### config.mk
export PLATFORM = sky130hd
export DESIGN_NAME = max_clique_search_core
export DESIGN_NICKNAME = d
export VERILOG_FILES = /design/src/rtl/core/mcs_pkg.sv /design/src/rtl/core/max_clique_search_core.sv /design/src/rtl/core/mcs_search.sv
export SDC_FILE = /design/constraint.sdc
export NUM_CORES = 1
export LEC_CHECK = 0
export ABC_AREA = 1
export CAP_MARGIN = 20
export CORE_ASPECT_RATIO = 1.1
export CORE_UTILIZATION = 56
export CTS_BUF_LIST = sky130_fd_sc_hd__clkbuf_16
export DETAILED_ROUTE_END_ITERATION = 12
export DONT_BUFFER_PORTS = 1
export PLACE_DENSITY = 0.72
export SKIP_LAST_GASP = 1
export SLEW_MARGIN = 15
export SYNTH_ARGS = -nofsm -noshare
export SYNTH_HDL_FRONTEND = slang
export SYNTH_HIERARCHICAL = 1
export SYNTH_SLANG_ARGS = --single-unit
### constraint.sdc
create_clock -name clk_i -period 10.1 [get_ports clk_i]
set_input_delay 1.01 -clock clk_i [delete_from_list [all_inputs] [get_ports clk_i]]
set_output_delay 1.01 -clock clk_i [all_outputs]
set_load 0.02 [all_outputs]
### src/rtl/core/mcs_pkg.sv
// Shared types and constants of the maximum clique search core.
package mcs_pkg;

  // Built maximum vertex count and fixed field widths
  localparam int unsigned MaxVerticesDef = 32;
  localparam int unsigned RowW           = 32;
  localparam int unsigned IdxW           = 5;
  localparam int unsigned CfgW           = 6;
  localparam int unsigned SizeW          = 6;

  localparam logic [CfgW-1:0] VertexCountRst = 6'd5;

  // Branch progress codes kept per search level
  localparam logic [1:0] BrInclude = 2'd0;
  localparam logic [1:0] BrExclude = 2'd1;
  localparam logic [1:0] BrReturn  = 2'd2;

  // Row store write port
  typedef struct packed {
    logic            en;
    logic [IdxW-1:0] idx;
    logic [RowW-1:0] data;
  } row_wr_t;

  // Search sequencer states
  typedef enum logic [3:0] {
    S_IDLE  = 4'b0001,
    S_FETCH = 4'b0010,
    S_EXEC  = 4'b0100,
    S_DONE  = 4'b1000
  } srch_state_e;

endpackage

### src/rtl/core/max_clique_search_core.sv
// Top level of the maximum clique search core: row intake, config register, result word.
//
// Adjacency rows load one word per cycle into a row store. The word marked last
// starts a depth-first backtracking search over vertices 0 to vertex_count-1,
// the count capped at MAX_VERTICES (include branch first, exclude branch pruned
// by the size bound); the input is stalled until the search is over and its
// result has moved to the output register. Each step of the search tree reads the
// row store and branch stack memories at the current level in a fetch state,
// then evaluates and writes back in an execute state. A node below the last
// level costs at most three steps (include, exclude, return) and a leaf one.
// One result word then carries the best clique's bitmap and size; it sits in
// an output register so that rows for the next graph can load while it waits.
module max_clique_search_core #(
  parameter int unsigned MAX_VERTICES = mcs_pkg::MaxVerticesDef
) (
  input  logic                      clk_i,
  input  logic                      rst_ni,
  // Configuration write
  input  logic                      cfg_valid_i,
  output logic                      cfg_ready_o,
  input  logic [mcs_pkg::CfgW-1:0]  cfg_data_i,
  // Row input
  input  logic                      in_valid_i,
  output logic                      in_stall_o,
  input  logic [mcs_pkg::IdxW-1:0]  row_index_i,
  input  logic [mcs_pkg::RowW-1:0]  row_bits_i,
  input  logic                      last_row_i,
  // Result output
  output logic                      out_valid_o,
  input  logic                      out_stall_i,
  output logic [mcs_pkg::RowW-1:0]  clique_bits_o,
  output logic [mcs_pkg::SizeW-1:0] clique_size_o
);
  import mcs_pkg::*;

  localparam int unsigned LvlW = $clog2(MAX_VERTICES);
  localparam int unsigned CntW = $clog2(MAX_VERTICES + 1);

  logic [CfgW-1:0]         vertex_count_q;
  logic [CntW-1:0]         n_sat;
  logic                    in_accept;
  row_wr_t                 row_wr;
  logic                    srch_busy;
  logic                    srch_done;
  logic                    srch_ack;
  logic [MAX_VERTICES-1:0] best_set;
  logic [CntW-1:0]         best_size;
  logic [RowW-1:0]         bits_ext;
  logic [SizeW-1:0]        size_ext;

  logic                    out_valid_q, out_valid_d;
  logic [RowW-1:0]         clique_bits_q;
  logic [SizeW-1:0]        clique_size_q;

  // Configuration register, always ready
  assign cfg_ready_o = 1'b1;

  always_ff @(posedge clk_i or negedge rst_ni) begin
    if (!rst_ni) begin
      vertex_count_q <= VertexCountRst;
    end else if (cfg_valid_i && cfg_ready_o) begin
      vertex_count_q <= cfg_data_i;
    end
  end

  // Saturate the vertex count to the built store depth
  assign n_sat = (int'(vertex_count_q) > MAX_VERTICES) ? CntW'(MAX_VERTICES)
                                                       : CntW'(vertex_count_q);

  // Accept rows whenever the search is idle
  assign in_stall_o  = srch_busy;
  assign in_accept   = in_valid_i && !in_stall_o;
  assign row_wr.en   = in_accept;
  assign row_wr.idx  = row_index_i;
  assign row_wr.data = row_bits_i;

  mcs_search #(
    .MAX_VERTICES (MAX_VERTICES),
    .LVL_W        (LvlW),
    .CNT_W        (CntW)
  ) u_search (
    .clk_i       (clk_i),
    .rst_ni      (rst_ni),
    .row_wr_i    (row_wr),
    .start_i     (in_accept && last_row_i),
    .n_i         (n_sat),
    .ack_i       (srch_ack),
    .busy_o      (srch_busy),
    .done_o      (srch_done),
    .best_set_o  (best_set),
    .best_size_o (best_size)
  );

  // Fit the best set and size to the result word
  for (genvar j = 0; j < RowW; j++) begin : g_bits
    if (j < MAX_VERTICES) begin : g_in
      assign bits_ext[j] = best_set[j];
    end else begin : g_out
      assign bits_ext[j] = 1'b0;
    end
  end

  for (genvar j = 0; j < SizeW; j++) begin : g_size
    if (j < CntW) begin : g_in
      assign size_ext[j] = best_size[j];
    end else begin : g_out
      assign size_ext[j] = 1'b0;
    end
  end

  // Take the result once the output register is free
  assign srch_ack = srch_done && !out_valid_q;

  always_comb begin
    out_valid_d = out_valid_q;
    if (srch_ack) begin
      out_valid_d = 1'b1;
    end else if (out_valid_q && !out_stall_i) begin
      out_valid_d = 1'b0;
    end
  end

  always_ff @(posedge clk_i or negedge rst_ni) begin
    if (!rst_ni) begin
      out_valid_q <= 1'b0;
    end else begin
      out_valid_q <= out_valid_d;
    end
  end

  // Hold the result word while stalled
  always_ff @(posedge clk_i) begin
    if (srch_ack) begin
      clique_bits_q <= bits_ext;
      clique_size_q <= size_ext;
    end
  end

  assign out_valid_o   = out_valid_q;
  assign clique_bits_o = clique_bits_q;
  assign clique_size_o = clique_size_q;

endmodule

### src/rtl/core/mcs_search.sv
// Row store, branch stack memory and backtracking search sequencer.
module mcs_search #(
  parameter int unsigned MAX_VERTICES = mcs_pkg::MaxVerticesDef,
  parameter int unsigned LVL_W        = $clog2(MAX_VERTICES),
  parameter int unsigned CNT_W        = $clog2(MAX_VERTICES + 1)
) (
  input  logic                    clk_i,
  input  logic                    rst_ni,
  input  mcs_pkg::row_wr_t        row_wr_i,
  input  logic                    start_i,
  input  logic [CNT_W-1:0]        n_i,
  input  logic                    ack_i,
  output logic                    busy_o,
  output logic                    done_o,
  output logic [MAX_VERTICES-1:0] best_set_o,
  output logic [CNT_W-1:0]        best_size_o
);
  import mcs_pkg::*;

  srch_state_e state_q, state_d;

  logic [CNT_W-1:0]        n_q, n_d;
  logic [CNT_W-1:0]        level_q, level_d;
  logic [CNT_W-1:0]        size_q, size_d;
  logic [CNT_W-1:0]        best_size_q, best_size_d;
  logic [MAX_VERTICES-1:0] cur_q, cur_d;
  logic [MAX_VERTICES-1:0] best_q, best_d;
  logic                    fresh_q, fresh_d;

  logic [RowW-1:0] row_mem [MAX_VERTICES];
  logic [1:0]      stk_mem [MAX_VERTICES];
  logic [RowW-1:0] row_rd_q;
  logic [1:0]      stk_rd_q;

  logic              row_we;
  logic [LVL_W-1:0]  row_waddr;
  logic              rd_en;
  logic              stk_we;
  logic [1:0]        stk_wdata;
  logic [LVL_W-1:0]  lvl_idx;

  logic [MAX_VERTICES-1:0] row_ext;
  logic [MAX_VERTICES-1:0] lvl_bit;
  logic [1:0]              branch;
  logic                    fits;
  logic                    cur_has;
  logic [CNT_W-1:0]        size_x;
  logic [CNT_W-1:0]        remain;
  logic [CNT_W:0]          bound;

  // Row store write from the input side
  assign row_we    = row_wr_i.en && (int'(row_wr_i.idx) < MAX_VERTICES);
  assign row_waddr = LVL_W'(row_wr_i.idx);
  assign lvl_idx   = level_q[LVL_W-1:0];
  assign rd_en     = (state_q == S_FETCH) && (level_q < n_q);

  // Row store: one write port, one registered read
  always_ff @(posedge clk_i) begin
    if (row_we) begin
      row_mem[row_waddr] <= row_wr_i.data;
    end
    if (rd_en) begin
      row_rd_q <= row_mem[lvl_idx];
    end
  end

  // Branch stack: written in evaluate, read in fetch, never both at once
  always_ff @(posedge clk_i) begin
    if (stk_we) begin
      stk_mem[lvl_idx] <= stk_wdata;
    end
    if (rd_en) begin
      stk_rd_q <= stk_mem[lvl_idx];
    end
  end

  // Widen the stored row to the vertex range; high vertices have no row bits
  for (genvar j = 0; j < MAX_VERTICES; j++) begin : g_row_ext
    if (j < RowW) begin : g_in
      assign row_ext[j] = row_rd_q[j];
    end else begin : g_out
      assign row_ext[j] = 1'b0;
    end
  end

  assign lvl_bit = {{(MAX_VERTICES-1){1'b0}}, 1'b1} << lvl_idx;
  assign branch  = fresh_q ? BrInclude : stk_rd_q;
  assign fits    = (cur_q & ~row_ext) == '0;
  assign cur_has = (cur_q & lvl_bit) != '0;
  assign size_x  = cur_has ? size_q - CNT_W'(1) : size_q;
  assign remain  = n_q - level_q - CNT_W'(1);
  assign bound   = {1'b0, size_x} + {1'b0, remain};

  // Search step sequencer
  always_comb begin
    state_d     = state_q;
    n_d         = n_q;
    level_d     = level_q;
    size_d      = size_q;
    best_size_d = best_size_q;
    cur_d       = cur_q;
    best_d      = best_q;
    fresh_d     = fresh_q;
    stk_we      = 1'b0;
    stk_wdata   = BrInclude;

    unique case (state_q)
      S_IDLE: begin
        if (start_i) begin
          n_d         = n_i;
          level_d     = '0;
          size_d      = '0;
          best_size_d = '0;
          cur_d       = '0;
          best_d      = '0;
          fresh_d     = 1'b1;
          state_d     = S_FETCH;
        end
      end
      S_FETCH: begin
        state_d = S_EXEC;
      end
      S_EXEC: begin
        state_d = S_FETCH;
        if (level_q >= n_q) begin
          // Leaf: take the current set as best, then back up
          best_d      = cur_q;
          best_size_d = size_q;
          fresh_d     = 1'b0;
          if (level_q == '0) begin
            state_d = S_DONE;
          end else begin
            level_d = level_q - CNT_W'(1);
          end
        end else begin
          unique case (branch)
            BrInclude: begin
              stk_we    = 1'b1;
              stk_wdata = BrExclude;
              fresh_d   = 1'b0;
              if (fits) begin
                cur_d   = cur_q | lvl_bit;
                size_d  = size_q + CNT_W'(1);
                level_d = level_q + CNT_W'(1);
                fresh_d = 1'b1;
              end
            end
            BrExclude: begin
              stk_we    = 1'b1;
              stk_wdata = BrReturn;
              cur_d     = cur_q & ~lvl_bit;
              size_d    = size_x;
              fresh_d   = 1'b0;
              // Prune unless the remaining vertices can still reach the best
              if (bound >= {1'b0, best_size_q}) begin
                level_d = level_q + CNT_W'(1);
                fresh_d = 1'b1;
              end
            end
            default: begin
              fresh_d = 1'b0;
              if (level_q == '0) begin
                state_d = S_DONE;
              end else begin
                level_d = level_q - CNT_W'(1);
              end
            end
          endcase
        end
        // Leave the working set clear once the search ends
        if (state_d == S_DONE) begin
          cur_d   = '0;
          size_d  = '0;
          level_d = '0;
        end
      end
      S_DONE: begin
        if (ack_i) begin
          state_d = S_IDLE;
        end
      end
      default: begin
        state_d = S_IDLE;
      end
    endcase
  end

  // Control state
  always_ff @(posedge clk_i or negedge rst_ni) begin
    if (!rst_ni) begin
      state_q     <= S_IDLE;
      n_q         <= '0;
      level_q     <= '0;
      size_q      <= '0;
      best_size_q <= '0;
      cur_q       <= '0;
      best_q      <= '0;
      fresh_q     <= 1'b0;
    end else begin
      state_q     <= state_d;
      n_q         <= n_d;
      level_q     <= level_d;
      size_q      <= size_d;
      best_size_q <= best_size_d;
      cur_q       <= cur_d;
      best_q      <= best_d;
      fresh_q     <= fresh_d;
    end
  end

  assign busy_o      = (state_q != S_IDLE);
  assign done_o      = (state_q == S_DONE);
  assign best_set_o  = best_q;
  assign best_size_o = best_size_q;

endmodule
Yosys cells after proc, flatten, opt, wreduce, memory -nomap -nowiden
Memory sizes are Yosys's and may differ from the RTL's. A register that Yosys moved wholly into a read port is not among the register bits.
Index checks and enable logic that the tools add are counted.
Storage, ports and cells
  memories kept: 2
  memory bits (writable): 1088
  output and inout bits: 41
  register bits after elaboration: 138
  bits of input ports: 49
  logic and storage cells: 119
Operators by class
  add/subtract/negate cells: 7
  equal/unequal tests: 15
  shift-type cells: 1
  magnitude comparators: 4
  bitwise operators: 6
  muxes and demuxes: 51
  reduce and logical (&&, ||, !) cells: 21
Memories
  u_search.row_mem: depth 32, width 32, rd ports 1, clocked after Yosys merged registers in 1, wr ports 1, RTL line mcs_search.sv:30  | logic [RowW-1:0] row_mem [MAX_VERTICES];
  u_search.stk_mem: depth 32, width 2, rd ports 1, clocked after Yosys merged registers in 1, wr ports 1, RTL line mcs_search.sv:31  | logic [1:0] stk_mem [MAX_VERTICES];
Operators with widths (number)
  $pmux W32 S2: 3
  $mux W32: 5
  $and A32 B32 Y32: 3
  $mux W6: 12
  $not A32 Y32: 2
  $pmux W6 S2: 5
  $logic_not A32 Y1: 1
  $or A32 B32 Y32: 1
  $reduce_bool A32 Y1: 1
  $shl A1 B5 Y32 const A: 1
  $mux W4: 6
  $sub A6 B1 Y6 const B: 3
  $pmux W4 S4: 1
  $mux W1: 13
  $add A6 B1 Y6 const B: 2
  $ne A5 B2 Y1 const B: 2
  $eq A4 B4 Y1 const B: 2
  $add A6 B6 Y7: 1
  $ge A7 B6 Y1: 1
  $ge A6 B6 Y1: 1
  $gt A6 B6 Y1 const B: 1
  $logic_not A6 Y1: 1
  $lt A6 B6 Y1: 1
  $mux W2: 3
  21 further kinds: 33

Depth between registers and ports, before layout
Gate-level depths: netlist of the first run.
  depth after elaboration: 11
  gate-level depth with buffers: 35
  mapped depth without buffers: 30

Cells and area by module
The synthesis of the first run kept the hierarchy.
By module, submodules not included
  mcs_search: cells each 4007, sequential area each 36020.8 µm², area an instance 49399.9 µm², times used 1
  max_clique_search_core: cells each 81, sequential area each 1318.8 µm², area an instance 1481.4 µm², times used 1

Worst setup path before layout of the first run
OpenSTA, ideal clock, no wires.
  path type: register to register
  start point: reg u_search.level_q[0]
  end point: reg u_search.level_q[3]
  library setup time: 0.128 ns
  data arrival time: 4.456 ns
  period minus slack after synthesis: 4.585 ns
  data required time: 9.972 ns
  stages on the path, launching flop included: 33
  path slack: 5.515 ns
  cells stage by stage: dfrtp_1 > buf_2 > inv_2 > buf_2 > buf_2 > buf_2 > ha_1 > clkbuf_1 > inv_1 > nor2_1 > nand2_1 > nand2_1 > nor2_1 > nand2_1 > nor2_4 > nand2_4 > nand2_1 > nand2_1 > ha_1 > inv_1 > fa_1 > o21ai_0 > xor2_1 > ha_1 > a21oi_1 > o21bai_1 > nor2_1 > nand2_1 > inv_1 > nand2_1 > nand3_1 > buf_2 > o21ai_0
On the way
  cells in the longest elaborated chain, start to end: 8
  elaborated cells between the ends (all ways): 27
RTL lines
  start, declared: RTL line mcs_search.sv:23  | logic [CNT_W-1:0] level_q, level_d;
  start signal, assigned: RTL line mcs_search.sv:202  | level_q <= level_d;
  parallel branches: the longest is 8 deep, another holds $add A6 B6 Y7
Parallel ways; which one is timed is not known. The select of a mux whose other input is x is not followed.
A chain may end at the register's enable or synchronous reset.

Worst setup path in the final report of the first run
  start point: reg u_search.level_q[0]
  end point: reg u_search.level_q[5]
Same word-level chain as after synthesis.

==> results of run 1 <==
## Yosys cell counts (2+ instances only)
cell type / count / area [um2]
o22ai_1: 277 / 1730
nand2_2: 3 / 18.8
xnor2_1: 8 / 70.1
o211ai_1: 3 / 22.5
nand3_2: 3 / 30.0
xor2_1: 10 / 87.6
o21ai_0: 647 / 3240
a221oi_1: 12 / 105
nand4_1: 35 / 219
clkinv_1: 3 / 11.3
buf_1: 6 / 22.5
clkbuf_1: 160 / 601
a22o_1: 56 / 490
inv_2: 7 / 26.3
o21ai_2: 13 / 114
mux2_2: 2 / 22.5
nor3_1: 44 / 220
dfstp_2: 3 / 78.8
nand2_4: 2 / 22.5
a21oi_1: 14 / 70.1
inv_1: 162 / 608
fa_1: 2 / 40.0
nor2_4: 5 / 56.3
buf_2: 61 / 305
a21o_1: 2 / 15.0
nor2_2: 4 / 25.0
o21ai_1: 24 / 120
nand2_1: 437 / 1640
nand3_1: 52 / 260
nor2_1: 710 / 2670
o21bai_1: 3 / 22.5
edfxtp_1: 1160 / 34800
dfrtp_1: 97 / 2430
buf_6: 8 / 90.1
ha_1: 32 / 400
buf_4: 9 / 67.6
nand4_2: 2 / 25.0
## metrics by stage
stage	total power [W]	area, um2	instances	hold slack, ns
final	0.0131	55900	5302	0.141
after global placement	0.00883	52100	5078	0.427
after detailed placement	0.00887	52100	5078	0.432
after global routing	0.0137	55900	5302	0.133
after floorplan	0.00811	50900	4088	0.425
after CTS	0.0131	55900	5302	0.110
## report_power, final
group / total, W / internal [W] / switching [W]
Combinational: 0.00266 / 0.000796 / 0.00186
Clock: 0.00433 / 0.00242 / 0.00191
Sequential: 0.00616 / 0.00598 / 0.000173
## critical path: cells and delay by family, from the launching register on
| kind | cells | cell delay [ns] |
|---|---|---|
| DFF | 1 | 0.79 |
| and+or+nand+nor | 14 | 1.64 |
| xor gates and xnor gates | 1 | 0.18 |
| buffers and inverters | 5 | 0.87 |
| AOI/OAI and AO/OA | 3 | 0.51 |
| adders and majority gates | 4 | 1.34 |
## registers in the layout (all words and copies together) (netlist names), 32 cells and up
register	cells
clique_bits_o	32
u_search/best_set_o	32
u_search/cur_q	32
u_search/row_ext	32
u_search/row_mem	1024
u_search/stk_mem	64
## layout make-up
type,instances,area share (%)
Sequential cell,1260,66.8
Multi-Input combinational cell,2411,21.6
Clock buffer,119,5.33
Tap cell,1170,2.62
Clock inverter,104,1.45
Inverter,173,1.20
Timing Repair Buffer,65,0.976
## how the worst max path moves through the flow
stage	startpoint	end	slack, ns	cells after the start
floorplan	u_search/level_q[0]	u_search/level_q[3]	5.52	32
global placement	u_search/level_q[0]	u_search/level_q[5]	4.66	28
detailed placement	u_search/level_q[0]	u_search/level_q[5]	4.60	28
CTS	u_search/level_q[0]	u_search/level_q[5]	4.60	28
global route	u_search/level_q[0]	u_search/level_q[0]	4.10	26
finish	u_search/level_q[0]	u_search/level_q[5]	4.62	27
## metal layers
metal  vias up  part of all wire [%]
li1      14701                     -
met1     16057                    39
met2      1768                    48
met3       305                   9.2
met4         2                   4.2
met5         -                 0.010
## cell families after synthesis
logic type      Yosys count
other cells               1
fa+ha+maj                34
compound gates         1057
simple gates           1299
flops                  1260
mux                       2
buf+inv                 417
xor+xnor                 18
==> results.py, run 1 <==
metrics = {
    "run_status": {
        "status": "finished clean",
    },
    "synth": {
        "synth-seq-cells": 1260,
        "synth_xor_area_share_pct": 0.310,
        "synth_fa_ha_area_share_pct": 0.866,
        "synth_top_family_by_area": "compound AO/OA/AOI/OAI gates",
        "avgSynthCellArea_um2": 12.4,
        "synth_cells": 4088,
        "synthArstFlopShare_pct": 7.94,
        "synth_area_um2": 50900,
        "synth_sequential_area_ratio_pct": 73.4,
        "ys.warnings.count": 6,
        "synth-simple-area-share_pct": 10.2,
        "synth_compound_gate_area_share_pct": 11.8,
        "ys.flop_type": "edfxtp_1",
        "ys_types": 47,
        "synthMuxAreaShare_pct": 0.0443,
        "synth_enable_flop_cells": 1160,
        "synth_fp_nets": 4171,
    },
    "final_layout": {
        "layout.nets": 4112,
        "drive_gt1_share_pct": 7.91,
        "final_common_cell": "edfxtp_1",
        "mostFrequentLayoutCells": "edfxtp_1, nor2_1, o21ai_0, nand2_1, o22ai_1",
        "post-route-util_pct": 62.4,
        "fillers": 6568,
        "area_growth_pct": 9.88,
        "seq_area_um2": 37300,
        "multi_input_area_um2": 12100,
        "antenna_cells": 0,
    },
    "clock_tree": {
        "clkLatencyLatePin_ns": 0.71,
        "cts_tree": "built",
        "cts_setup_buffers": 0,
        "ctsHoldBuffers": 1,
        "root_buffer": "clkbuf_16",
        "cts_buffers": 118,
        "cts_max_level": 3,
        "clk_path_buf_depth": 3,
        "cts_sinks": 1260,
        "post_cts_resized": 0,
        "clkTransAtPathRegs_ns": 0.06,
    },
    "setup_path": {
        "path_class": "reg -> reg",
        "cpMaxStageDelayCell": "dfrtp_4",
        "max_stage_delay_ns": 0.79,
        "cp.required_ns": 10.70,
        "rr_startpoint": "u_search/level_q[0]",
        "r2r_end": "u_search/level_q[5]",
        "end_kind": "register",
        "r2r_cells": 27,
        "arrival_ns": 6.08,
        "r2r_slack_ns": 4.62,
        "crit_top_cell": "nand2_1",
        "path_max_fanout": 129,
        "startpoint_type": "register",
    },
    "die": {
        "core_area_um2": 89600,
        "dieArea_um2": 92100,
        "io_pins": 90,
        "fp.dieW_um": 289,
        "start_util_pct": 56.8,
        "die_h_um": 318,
        "fp-row-count": 115,
    },
    "global_route": {
        "grt_pass1_wl_um": 192000,
        "globalRoute.busiestLayer": "met2",
        "use_met2_pct": 44.9,
        "grt_pass1_vias": 31067,
        "antenna_found_initial": 3,
        "met3_usage_pct": 4.41,
        "grt_max_degree": 177,
        "grt_use_total_pct": 28.0,
        "grt_overflow_total": 0,
        "grtUsageMet1_pct": 37.9,
    },
    "place": {
        "io_buffer_count": 0,
        "dp_hpwl_um": 69300,
        "gp_congestion": 0.972,
        "place_ws_ns": 4.60,
    },
    "power": {
        "ir_worst_vdd_mv": 0.187,
        "power.leakage_nw": 19.2,
        "p_per_area_nw_per_um2": 235,
    },
    "sta": {
        "setup_ws_ns": 4.62,
        "fin_crit_sh_pct": 54.3,
        "min_period_ns": 5.48,
        "hold_viol": 0,
        "fmax_ghz": 0.182,
        "slew_viol_final": 0,
        "relSlewSlack_pct": 38.4,
        "tightestPinTransition_ns": 0.924,
        "finalSetupViolCount": 0,
        "finClkSkew_ns": 0.0282,
        "setup_tns_ns": 0,
        "rsz0062_at_grt": "no",
    },
    "route": {
        "viasPerCell": 6.19,
        "first_pass_iters": 6,
        "routedWlPerCell_um": 24.4,
        "drt-total-wl_um": 129000,
        "drtIter0Drc": 4069,
        "ant_nets": 0,
        "vias": 32833,
        "drc": 0,
    },
    "worst_hold_path": {
        "hold_class": "in -> async",
    },
    "flow_run": {
        "cap_violations": 0,
    },
}
(Power assumes the default switching activity.)
==> inputs of run 2 (changes only) <==
--- a/config.mk
+++ b/config.mk
@@ -12,7 +12,7 @@
 export CTS_BUF_LIST = sky130_fd_sc_hd__clkbuf_16
 export DETAILED_ROUTE_END_ITERATION = 12
 export DONT_BUFFER_PORTS = 1
-export PLACE_DENSITY = 0.72
+export PLACE_DENSITY = 0.75
 export SKIP_LAST_GASP = 1
 export SLEW_MARGIN = 15
 export SYNTH_ARGS = -nofsm -noshare
==> constraint.sdc (replaced) <==
create_clock -name clk_i -period 4.5 [get_ports clk_i]
set_input_delay 0.45 -clock clk_i [delete_from_list [all_inputs] [get_ports clk_i]]
set_output_delay 0.45 -clock clk_i [all_outputs]
set_load 0.02 [all_outputs]
==> run 2 against run 1 <==
Effect of this change:
- critical path depth increased by 4
- first-iteration DRC count rose by 5.4%
- clock power increased by 140%
- cell count grew 1.5%
- final area grew 2.4%
- core utilization up 1.5 points
- die area is the same
- clock-buffer cell count shrank 2
- sequential share of layout area is 1.6 points lower
- maximum frequency up 29%
- largest cell class unchanged
==> results.py, run 2 (synthesis results as in run 1) <==
metrics = {
    "route": {
        "drc": 0,
        "first_pass_iters": 6,
        "viasPerCell": 6.20,
        "routedWlPerCell_um": 24.1,
        "drt-total-wl_um": 130000,
        "ant_nets": 0,
        "drtIter0Drc": 4287,
        "vias": 33379,
    },
    "clock_tree": {
        "clk_path_buf_depth": 3,
        "cts_buffers": 116,
        "cts_sinks": 1260,
        "cts_max_level": 3,
        "root_buffer": "clkbuf_16",
        "cts_tree": "built",
        "clkLatencyLatePin_ns": 0.71,
        "clkTransAtPathRegs_ns": 0.06,
    },
    "final_layout": {
        "drive_gt1_share_pct": 9.52,
        "mostFrequentLayoutCells": "edfxtp_1, nor2_1, o21ai_0, nand2_1, o22ai_1",
        "reg_top3": "u_search/row_mem x1024, u_search/stk_mem x64",
        "largest_register_ffs": 1024,
        "fillers": 6260,
        "layout.nets": 4191,
        "area_growth_pct": 12.5,
        "final_common_cell": "edfxtp_1",
        "multi_input_area_um2": 12200,
        "seq_area_um2": 37300,
        "top_register": "u_search/row_mem",
        "final_cells": 5384,
        "finalInstanceArea_um2": 57300,
    },
    "sta": {
        "min_period_ns": 4.24,
        "slew_viol_final": 0,
        "hold_viol": 0,
        "setup_ws_ns": 0.259,
        "fin_crit_sh_pct": 94.2,
        "fmax_ghz": 0.236,
        "holdWs_ns": 0.106,
        "relSlewSlack_pct": 19.2,
        "tightestPinTransition_ns": 1.21,
        "finalSetupViolCount": 0,
        "finClkSkew_ns": 0.0177,
    },
    "power": {
        "pwr-share-clk_pct": 33.8,
        "swShare_pct": 29.9,
        "comb_power_share_pct": 21.1,
        "seqPwrFrac_pct": 45.1,
        "p_sw_w": 0.00916,
        "p_per_area_nw_per_um2": 535,
        "ir_worst_vdd_mv": 0.481,
        "p_int_w": 0.0215,
        "power.leakage_nw": 19.8,
    },
    "setup_path": {
        "endpoint": "u_search/level_q[2]",
        "rr_startpoint": "u_search/level_q[0]",
        "r2r_end": "u_search/level_q[2]",
        "cp.required_ns": 5.08,
        "cpMaxStageDelayCell": "dfrtp_4",
        "arrival_ns": 4.82,
        "startpoint": "u_search/level_q[0]",
        "crit_top_cell": "nand2_1",
        "r2r_slack_ns": 0.26,
        "max_stage_delay_ns": 0.56,
        "end_kind": "register",
        "r2r_cells": 31,
        "path_class": "reg -> reg",
        "startpoint_type": "register",
        "path_max_fanout": 11,
    },
    "global_route": {
        "grt_pass1_wl_um": 194000,
        "grt_max_degree": 240,
        "grt_use_total_pct": 28.1,
        "grt_pass1_vias": 31825,
        "antenna_found_initial": 2,
        "grt_overflow_total": 0,
    },
    "flow_run": {
        "cap_violations": 0,
    },
    "place": {
        "gp_congestion": 0.946,
        "io_buffer_count": 0,
        "dp_hpwl_um": 71400,
        "post_dp_cell_area_um2": 52500,
        "dpl.cell_count": 5104,
        "place_ws_ns": 0.0809,
    },
    "die": {
        "start_util_pct": 56.8,
        "die_h_um": 318,
        "core_area_um2": 89600,
        "io_pins": 90,
        "fp-row-count": 115,
        "dieArea_um2": 92100,
        "fp.dieW_um": 289,
    },
    "worst_hold_path": {
        "hp-start": "in_valid_i",
        "hold_class": "in -> reg",
    },
    "run_status": {
        "status": "finished clean",
    },
}
==> run 2: cell count changes in the layout (fill, tap and decap cells not counted), sizes merged <==
cell         before  now
buf              65  106
dlygate4sd3       0   40
bufinv           11   23
clkinvlp          9    2
diode             0    3
inv             200  197
clkbuf          119  117
clkinv           57   55
==> run 2: worst min path at each step <==
stage                         endpoint  cells after the start
2_1_floorplan              out_valid_o                      0
3_3_place_gp   u_search/best_size_o[5]                      0
3_5_place_dp   u_search/best_size_o[4]                      0
4_1_cts            u_search/state_q[0]                      5
5_1_grt            u_search/state_q[0]                      4
6_report           u_search/state_q[0]                      5
==> run 2: timing repair <==
item                                    CTS  global route
endpoints found under the hold margin  1131             0
buffers inserted                          0             6
hold buffers                             42             0
setup endpoints to repair                 0             7
resized for setup                         0            25
==> run 2: final cells by class <==
class | count | area share (%)
flip-flops and latches | 1260 | 65.2
well taps | 1170 | 2.56
repair buffers | 146 | 2.65
multi-input cells | 2411 | 21.3
clock buffers | 117 | 5.11
diodes | 3 | 0.0131
inverters | 173 | 1.17
clock inverters | 104 | 2.00
==> run 2: stage by stage <==
step | TNS [ns] | total power (W) | utilization (%)
after global routing | -0.298 | 0.0319 | 63.9
after global placement | 0 | 0.0199 | 58.5
after floorplan | 0 | 0.0182 | -
final | 0 | 0.0306 | 63.9
after CTS | 0 | 0.0305 | 63.6
after detailed placement | 0 | 0.0200 | 58.5
==> run 2: per-layer routing <==
layer  wire (um)  track usage (%)  part of all wire [%]  up-vias
li1            -                -                     -    14880
met1       48900             37.8                    38    16247
met2       63200             45.9                    49     1933
met3       12300             3.83                   9.5      319
met4        5360             11.9                   4.1        0
met5           0                0                     0        -
==> run 2: worst max-delay path, delay by kind of cell, from the launching register on <==
| kind | cells | cell delay [ns] |
|---|---|---|
| AO/OA/AOI/OAI | 5 | 0.69 |
| XOR/XNOR | 1 | 0.08 |
| adder cells (fa/ha/maj) | 4 | 0.87 |
| buffers and inverters | 6 | 0.60 |
| flip-flops | 1 | 0.56 |
| AND/OR/NAND/NOR | 15 | 1.33 |
==> run 2: power groups by stage <==
stage	Combinational [W]	Clock, W	Sequential [W]
floorplan	0.00434	0	0.0139
global placement	0.00584	0	0.0140
detailed placement	0.00600	0	0.0140
CTS	0.00620	0.0104	0.0138
global route	0.00715	0.0109	0.0139
finish	0.00647	0.0103	0.0138
